==> src/qir_mul.sv <==
`default_nettype none

module qir_mul #(
    parameter int AW = 32,
    parameter int BW = 32
) (
    input  logic                    clk,
    input  logic                    en,
    input  logic signed [AW-1:0]    a,
    input  logic signed [BW-1:0]    b,
    output logic signed [AW+BW-1:0] p
);

    localparam int NA = (AW + 31) / 32;
    localparam int NB = (BW + 31) / 32;
    localparam int XW = NA * 32;
    localparam int YW = NB * 32;
    localparam int FW = XW + YW;
    localparam int PW = AW + BW;

    logic [AW-1:0] mag_a;
    logic [BW-1:0] mag_b;
    logic [XW-1:0] ua_reg;
    logic [YW-1:0] ub_reg;
    logic          neg1_reg, neg2_reg, neg3_reg;
    logic [63:0]   pp_reg [NA][NB];
    logic [FW-1:0] sum_next, sum_reg;
    logic signed [PW-1:0] p_reg;

    assign mag_a = a[AW-1] ? AW'(-a) : AW'(a);
    assign mag_b = b[BW-1] ? BW'(-b) : BW'(b);

    always_comb
    begin
        sum_next = '0;
        for (int i = 0; i < NA; i++)
        begin
            for (int j = 0; j < NB; j++)
            begin
                sum_next = sum_next + (FW'(pp_reg[i][j]) << (32 * (i + j)));
            end
        end
    end

    always_ff @(posedge clk)
    begin
        if (en)
        begin
            ua_reg   <= XW'(mag_a);
            ub_reg   <= YW'(mag_b);
            neg1_reg <= a[AW-1] ^ b[BW-1];
            for (int i = 0; i < NA; i++)
            begin
                for (int j = 0; j < NB; j++)
                begin
                    pp_reg[i][j] <= 64'(ua_reg[32*i +: 32]) * 64'(ub_reg[32*j +: 32]);
                end
            end
            neg2_reg <= neg1_reg;
            sum_reg  <= sum_next;
            neg3_reg <= neg2_reg;
            p_reg    <= neg3_reg ? -$signed(sum_reg[PW-1:0]) : $signed(sum_reg[PW-1:0]);
        end
    end

    assign p = p_reg;

endmodule

`default_nettype wire

==> config.mk <==
export PLATFORM = sky130hd
export DESIGN_NAME = qir_mul
export DESIGN_NICKNAME = d
export VERILOG_FILES = /design/src/qir_mul.sv
export SDC_FILE = /design/constraint.sdc
export NUM_CORES = 2
export LEC_CHECK = 0
export BUFFER_PORTS_ARGS = -buffer_cell sky130_fd_sc_hd__buf_2
export CORE_MARGIN = 2
export CORE_UTILIZATION = 42
export CTS_BUF_LIST = sky130_fd_sc_hd__clkbuf_4
export DETAILED_ROUTE_END_ITERATION = 10
export PLACE_DENSITY = 0.62
export SLEW_MARGIN = 40
export SYNTH_ARGS = -nofsm -noshare
export SYNTH_HDL_FRONTEND = slang
export SYNTH_SLANG_ARGS = --single-unit
==> constraint.sdc <==
create_clock -name clk -period 22.5 [get_ports clk]
set_input_delay 3.375 -clock clk [delete_from_list [all_inputs] [get_ports clk]]
set_output_delay 3.375 -clock clk [all_outputs]
set_load 0.005 [all_outputs]
==> run metrics <==
outcome completed; via count 29300; slowest stage delay, CP around 780 ps; CP max-delay cell edfxtp_1; Finished Core Util 45.1%; Longest Clk Path Bufs 3; Non-Filler Instances 5790; DR vias/cell 5.07; CTS resizes 0; Die Ht 326 microns; CORE AREA 0.103 sq mm; Critical Path AT 9140 ps; final antenna-violating net count 0; Gate Count Post-Synth 4309; yosys warns 0; post-synthesis mux area share 0%; WL final 112 mm; DIE WIDTH 326 microns; Worst Skew 155 ps; vias in the first global route approximately 31000; Compound-Gate Fraction of Synth Area under 10%; sum of buffers and inverters on the critical path 5; Max Cap Viol 0; layout cells sized above 1 7.47%; area grow syn2layout 6.92%; RSZ-0062 raised after global routing false; Yosys top cell area share between 40% and 50%; cell type with the largest total area after synthesis fa_1; post-synthesis simple-gate area fraction 16.0%; WL per Instance 19.4 microns; largest cells by area after synthesis fa_1 (41%), edfxtp_1 (18%), and2_1 (9.1%); global route overflow 0; Final Setup Violations 0; DP Cell Count roughly 5700; Post-Synth XOR/XNOR Area 3.64%; Seq/Total Area, Yosys 17.9%; Iter 0 DRT Violations 1981; Worst Tran Pin Value 757 ps; row cnt approximately 120; setup TNS 0 ps; HPWL after detailed placement 83.4 mm; crit-path max FO 17; largest family of logic cells by synthesized area adder cells; Die Area about 0.11 sq mm; clk_lat worst skew approximately 940 ps; initial antenna violation count 3; fmax ~120 MHz; Starting Density between 40 and 50%; Mapped Nets 5537; GPL Wtd Cong 0.846; Final Cycle Share 38.2%; top-count cell post-synth fa_1; first-pass GRT wire length 179 mm; Clock Tree Root clkbuf_4; Clock Pin Slew Worst Setup and Hold Paths about 60 ps; CP Class reg -> reg; CP startpoint kind register; Slew Limit Fails 0; I/O pin cnt 130; minimum clock period 8590 ps; CTS tree built; ys async rst share 0%; PortBufs approximately 130; synthesized cell area 0.0436 sq mm; ys flop type edfxtp_1; worst hold-check path type reg -> reg; top cell family by delay on the critical path adder cells; Clock Sinks 259; number of enable flip-flop cells after synthesis 259; adder-cell share of the synthesized area 48.8%; Post-CTS Setup Bufs 0; Rel. slew slack roughly 50%; Worst Path Required about 23000 ps; Final nets 5585; fill count about 9800; total track usage a little over a fifth; synth cell count leaders fa_1 (896), inv_1 (865), and2_1 (633); CP dominant cell by count fa_1; Setup crit end kind register; TritonCTS Buffers 74; Mean Syn Cell Area 10.1 sq um; largest net degree at the start of global routing 105; post-synth cell types 59; final hold vios 0; Yosys reg bits 259; htree depth 3; Post-CTS Hold Buffers 0; First-pass DRT Iterations 6; DRC 0
## placed cells by master (no fill, tap or decap), types with 20 or more instances in the layout
master,n
nand4_1,21
a21oi_1,72
clkbuf_4,103
fa_1,896
buf_2,128
o31ai_1,39
o21ai_0,67
xor2_1,25
edfxtp_1,259
and2_1,633
xnor2_1,156
nor2_1,55
buf_4,64
a21o_1,42
nand2_1,493
inv_1,865
or4_1,20
ha_1,266
## metrics by stage
step	hold slack [ps]	cell area [sq um]	setup WS (ps)
2_1_floorplan	400	43600	15130
3_3_place_gp	403	45600	13920
3_5_place_dp	405	45600	13980
4_1_cts	394	46500	13960
5_1_grt	411	46600	13500
6_report	380	46600	13910
## worst reg2reg max path: cells and delay by family, from the launching register on
family                   cells  cell delay [ps]
AND/OR/NAND/NOR              1              220
adder cells (fa/ha/maj)      9             4430
flip-flops                   1              780
AO/OA/AOI/OAI                9             2090
XOR/XNOR                     1              100
buffers and inverters        5              640
## cell families (layout without fill, tap and decap cells)
group,after synthesis,count (layout)
simple gates,1323,1323
fa+ha+maj,1162,1162
buf+inv,1091,1188
compound gates,293,293
flops,259,259
xor+xnor,181,181
other cells,0,4
## worst paths after layout
| check | from | end | slack, ps | cells past startpoint |
|---|---|---|---|---|
| max | ua_reg[25] | pp_reg[0][61] | 13910 | 25 |
| min | pp_reg[0][44] | sum_reg[44] | 380 | 0 |
| max reg2reg | ua_reg[25] | pp_reg[0][61] | 13910 | 25 |
| min reg2reg | pp_reg[0][44] | sum_reg[44] | 380 | 0 |
## layout make-up
type | count | area (sq um) | share of cell area, %
sequential | 259 | 7780 | 16.7
clock inverter | 22 | 140 | 0.301
clock buffer | 103 | 773 | 1.66
inverter | 865 | 3250 | 6.97
tap | 1380 | 1730 | 3.71
multi-input combinational | 2959 | 31700 | 68.0
antenna | 4 | 10.0 | 0.0215
timing repair buffer | 198 | 1220 | 2.62
## per-layer routing
| layer | track usage, % | part of all wire (%) |
|---|---|---|
| met3 | 5.96 | 9.3 |
| met1 | 31.8 | 46 |
| met2 | 32.0 | 42 |
| met4 | 5.86 | 2.3 |
| met5 | 0 | 0 |
Power is not shown: default switching activity piles up to over one toggle a cycle in this logic, so the estimate is an artifact.
