===== config.mk =====
export PLATFORM = sky130hd
export DESIGN_NAME = qir_sqrt
export DESIGN_NICKNAME = d
export VERILOG_FILES = /design/src/qir_sqrt.sv
export SDC_FILE = /design/constraint.sdc
export NUM_CORES = 2
export LEC_CHECK = 0
export BUFFER_PORTS_ARGS = -buffer_cell sky130_fd_sc_hd__buf_2
export CORE_MARGIN = 1.5
export CORE_UTILIZATION = 58
export CTS_CLUSTER_SIZE = 12
export DETAILED_ROUTE_END_ITERATION = 10
export HOLD_SLACK_MARGIN = 0.12
export PLACE_DENSITY = 0.75
export SYNTH_ARGS = -nofsm -noshare
export SYNTH_HDL_FRONTEND = slang
export SYNTH_SLANG_ARGS = --single-unit

===== constraint.sdc =====
create_clock -name clk -period 3.6 [get_ports clk]
set_clock_uncertainty 0.2 [all_clocks]
set_input_delay 0.54 -clock clk [delete_from_list [all_inputs] [get_ports clk]]
set_output_delay 0.54 -clock clk [all_outputs]
set_load 0.02 [all_outputs]

===== src/qir_sqrt.sv =====
`default_nettype none

module qir_sqrt #(
    parameter int RW = 64
) (
    input  logic              clk,
    input  logic              en,
    input  logic [RW-1:0]     rad,
    output logic [RW/2-1:0]   root
);

    localparam int SW = RW / 2;
    localparam int MW = SW + 3;

    logic [RW-1:0] rad_s  [0:SW];
    logic [MW-1:0] rem_s  [0:SW];
    logic [SW-1:0] root_s [0:SW];

    assign rad_s[0]  = rad;
    assign rem_s[0]  = '0;
    assign root_s[0] = '0;

    for (genvar i = 0; i < SW; i++)
    begin : g_stage
        logic [MW-1:0] rem_sh, trial;
        logic [RW-1:0] rad_reg;
        logic [MW-1:0] rem_reg;
        logic [SW-1:0] root_reg;

        assign rem_sh = {rem_s[i][MW-3:0], rad_s[i][RW-1:RW-2]};
        assign trial  = MW'({root_s[i], 2'b01});

        always_ff @(posedge clk)
        begin
            if (en)
            begin
                rad_reg <= rad_s[i] << 2;
                if (rem_sh >= trial)
                begin
                    rem_reg  <= rem_sh - trial;
                    root_reg <= {root_s[i][SW-2:0], 1'b1};
                end
                else
                begin
                    rem_reg  <= rem_sh;
                    root_reg <= {root_s[i][SW-2:0], 1'b0};
                end
            end
        end

        assign rad_s[i+1]  = rad_reg;
        assign rem_s[i+1]  = rem_reg;
        assign root_s[i+1] = root_reg;
    end

    assign root = root_s[SW];

endmodule

`default_nettype wire


==> impl_results.md <==
- Status: complete, but fails checks
- Failing checks: negative setup slack
- Fin. max-slew vios: 0
- Achievable Freq: 268 MHz
- Hold path cells: 2
- Drt wl/cell: 19.2 um
- Final Util: 0.680
- Antenna violations before repair: 2
- Post-synthesis sequential area ratio: 0.644
- Port-buffer cells: between 90 and 100
- Post-DR vias/cell: roughly 5.7
- Largest net degree at the start of global routing: 118
- FF-to-FF Start: g_stage[5].rem_reg[17]
- Max clock buf depth: 4
- Hold WC Path Type: input port to flip-flop
- Number of H-tree levels: 5
- WL met3: 10.7 mm
- M1 wire length: 105 mm
- Syn avg cell area: around 13 um2
- IO Pins: between 90 and 100
- Max Fanout on Critical Path: 5
- Core Region: 199,000 um2
- Clk_lat worst skew: 0.92 ns
- Root Driver: clkbuf_16
- Clk sinks: between 2,000 and 2,500
- Hold wc startpoint: rad[32]
- DRC viols: 0
- Synthesized area: about 120,000 um2
- CP Class: flip-flop to flip-flop
- Vias in the first global route: 72,300
- Finished Cell Area: ~140,000 um2
- Post-Route WL: 245 mm
- Vias: 72,900
- Drt pass-1 iters: 6
- Syn-to-layout area delta: 16.6%
- Commonest non-fill, non-tap cell in the layout: edfxtp_1
- Maximum vdd drop: between 0.5 and 0.6 mV
- Die X-Extent: 451 um
- Power density over the cells: just over 600 nW/um2
- Netlist cell types: 93
- Layout cells sized above 1: 0.144
- Worst reg2reg path depth: 10
- Starting density of the core: 0.583
- Slew headroom: 0.420
- DPL Wire Length: approximately 170 mm
- Fin Hold WS: 0.178 ns
- Minimum clock period: 3.74 ns
- Ys async rst share: 0
- Slew @ Worst Pin: roughly 0.86 ns
- Synth Instances: approximately 9,000
- Top layer in use: met5
- Seq cells post-synth: roughly 2,500
- Yosys warnings: 0
- Rows: ~160
- Synthesized net count: approximately 9,700
- Crit end category: flip-flop
- Leading cell types in the layout, fill and taps excluded: 2,495 x edfxtp_1, 703 x inv_1, 618 x nand2_1
- CP startpoint: g_stage[5].rem_reg[17]
- Ratio of final minimum period to clock period: 1.04
- Leak: between 50 and 60 nW
- Final nets: 10,600
- Startpoint types: flip-flop
- GRT overflow: 0
- Reg clk slew, reported paths: 0.06 ns
- Data arrival, critical path: around 4.2 ns
- CTS Buf Count: between 200 and 300
- Die area: around 200,000 um2
- RD Place Congestion: slightly above 0.9
- First-pass GRT wire length: about 390 mm
- Dominant synthesized flop cell: edfxtp_1
- Hold worst-path end: g_stage[0].rad_reg[34]
- Setup ws final: -0.137 ns
- TritonCTS clock tree: built
- Setup-failing EPs final: between 50 and 60
- Area after DPL: approximately 120,000 um2
- Max-cap violation count: 0
- Pre-CTS WS: -0.365 ns
- Final setup TNS: -2.77 ns
- CP required: approximately 4 ns
- Setup slack, reg-to-reg: -0.14 ns
- ANT nets after route: 0
- RSZ-0062 raised after global routing: yes
- Met2 WL post-DR: 122 mm
- Global-route usage over all layers: 0.238
- Max FFs per register: about 990
- Post-synth EDFFs: 2,495
- Fill cell count: 14,100
- Hold Vio Cnt, Final: 0
- 1st-iter DRT viols: between 6,000 and 7,000
- Die Ht: approximately 450 um
- End of the worst register-to-register path: g_stage[6].rem_reg[13]
[critical path: stages, from the launching register on]
cell and delay, ns:
edfxtp_1 0.39, or4_4 0.55, or3_4 0.36, or4_4 0.43
or3_4 0.34, or3_4 0.37, nor2_4 0.14, nand4b_1 0.21
nand2_2 0.25, nor3b_2 0.07, xor2_1 0.15
[logic make-up (layout without fill, tap and decap cells)]
logic type      Yosys count  in the layout  synth area share
xor+xnor                797            797            0.0600
compound gates         1859           1859            0.0992
flops                  2495           2495             0.644
buf+inv                 888           1971            0.0288
mux                     103            103           0.00979
fa+ha+maj               561            561            0.0603
simple gates           2323           2324            0.0978
other cells               1              3         0.0000322
[synthesized netlist by cell type (11+ instances only)]
library cell  number  share of area
and3_1            46         0.0025
nor2_1           586          0.019
mux2_2            86         0.0083
ha_1             561          0.060
o21a_1           113         0.0073
xor2_1           421          0.032
a31oi_1           54         0.0029
nand3b_1          23         0.0015
nor2b_1           96         0.0052
inv_1            708          0.023
a21o_1           246          0.016
o211ai_1          27         0.0017
o21ai_0          495          0.021
nand3_1          140         0.0060
o31ai_1           67         0.0043
o41ai_1           12        0.00090
nor4_1           114         0.0061
o31a_1            15         0.0011
nor4b_1           12        0.00090
clkbuf_1         152         0.0049
or3_1             86         0.0046
nand2_1          626          0.020
o2111ai_1         11        0.00083
a21oi_1          563          0.024
buf_1             16        0.00052
and2_1            30         0.0016
a211oi_1          40         0.0026
a211o_1           17         0.0013
a311oi_1          11        0.00083
nand4_1           89         0.0048
xnor2_1          376          0.028
nor3_1           220         0.0095
a31o_2            11        0.00083
nand2b_1         103         0.0055
or2_2             33         0.0018
a21boi_0          31         0.0020
nor3b_1           12        0.00077
nand4b_1          17         0.0013
mux2i_1           17         0.0015
a2111oi_0         12        0.00090
o21bai_1          47         0.0030
or4_1             53         0.0034
edfxtp_1        2495           0.64
[stage by stage]
step / cells / total power [mW]
2_1_floorplan: 9027 / 51.4
3_3_place_gp: 12200 / 57.5
3_5_place_dp: 12200 / 57.9
4_1_cts: 12700 / 84.2
5_1_grt: 12800 / 88.4
6_report: 12800 / 84.3
[worst max-delay path by stage]
stage                         endpoint  slack [ns]  depth (start not counted)
6_report        g_stage[6].rem_reg[13]       -0.14                         10
5_1_grt          g_stage[6].rem_reg[3]       -0.24                         11
4_1_cts         g_stage[6].rem_reg[13]       -0.11                         10
3_5_place_dp   g_stage[21].rem_reg[30]       -0.36                         12
3_3_place_gp   g_stage[21].rem_reg[30]       -0.34                         12
2_1_floorplan  g_stage[12].rem_reg[24]       -0.10                         11
[cell type report]
type,count,area [um2],share of cell area
flip-flops and latches,2495,74900,0.552
multi-input cells,5645,39600,0.292
clock buffers,352,7510,0.0554
repair buffers,821,6980,0.0515
well taps,2656,3320,0.0245
inverters,712,2680,0.0197
clock inverters,86,597,0.00440
diodes,2,5.00,0.0000369
[layer usage]
| layer | vias to the layer above | track usage |
|---|---|---|
| met5 | - | 0 |
| met4 | 2 | 0.0776 |
| met2 | 1741 | 0.407 |
| li1 | 35200 | - |
| met1 | 35400 | 0.316 |
| met3 | 524 | 0.0293 |
[power breakdown]
group	switching (mW)	internal (mW)	leakage [nW]
logic	10.5	8.65	24.8
registers	2.53	36.8	24.0
clock network	10.7	15.1	3.97
total	23.8	60.5	52.8
[timing repair]
action / CTS / global route
cloned: 2 / 7
pin swaps: 19 / 74
hold buffers: 120 / 0
endpoints found under the hold margin: 154 / 0
buffers inserted: 16 / 32
endpoints found under the setup margin: 236 / 436
resized for setup: 82 / 271
Note: power is estimated with default switching activity, not from simulation.
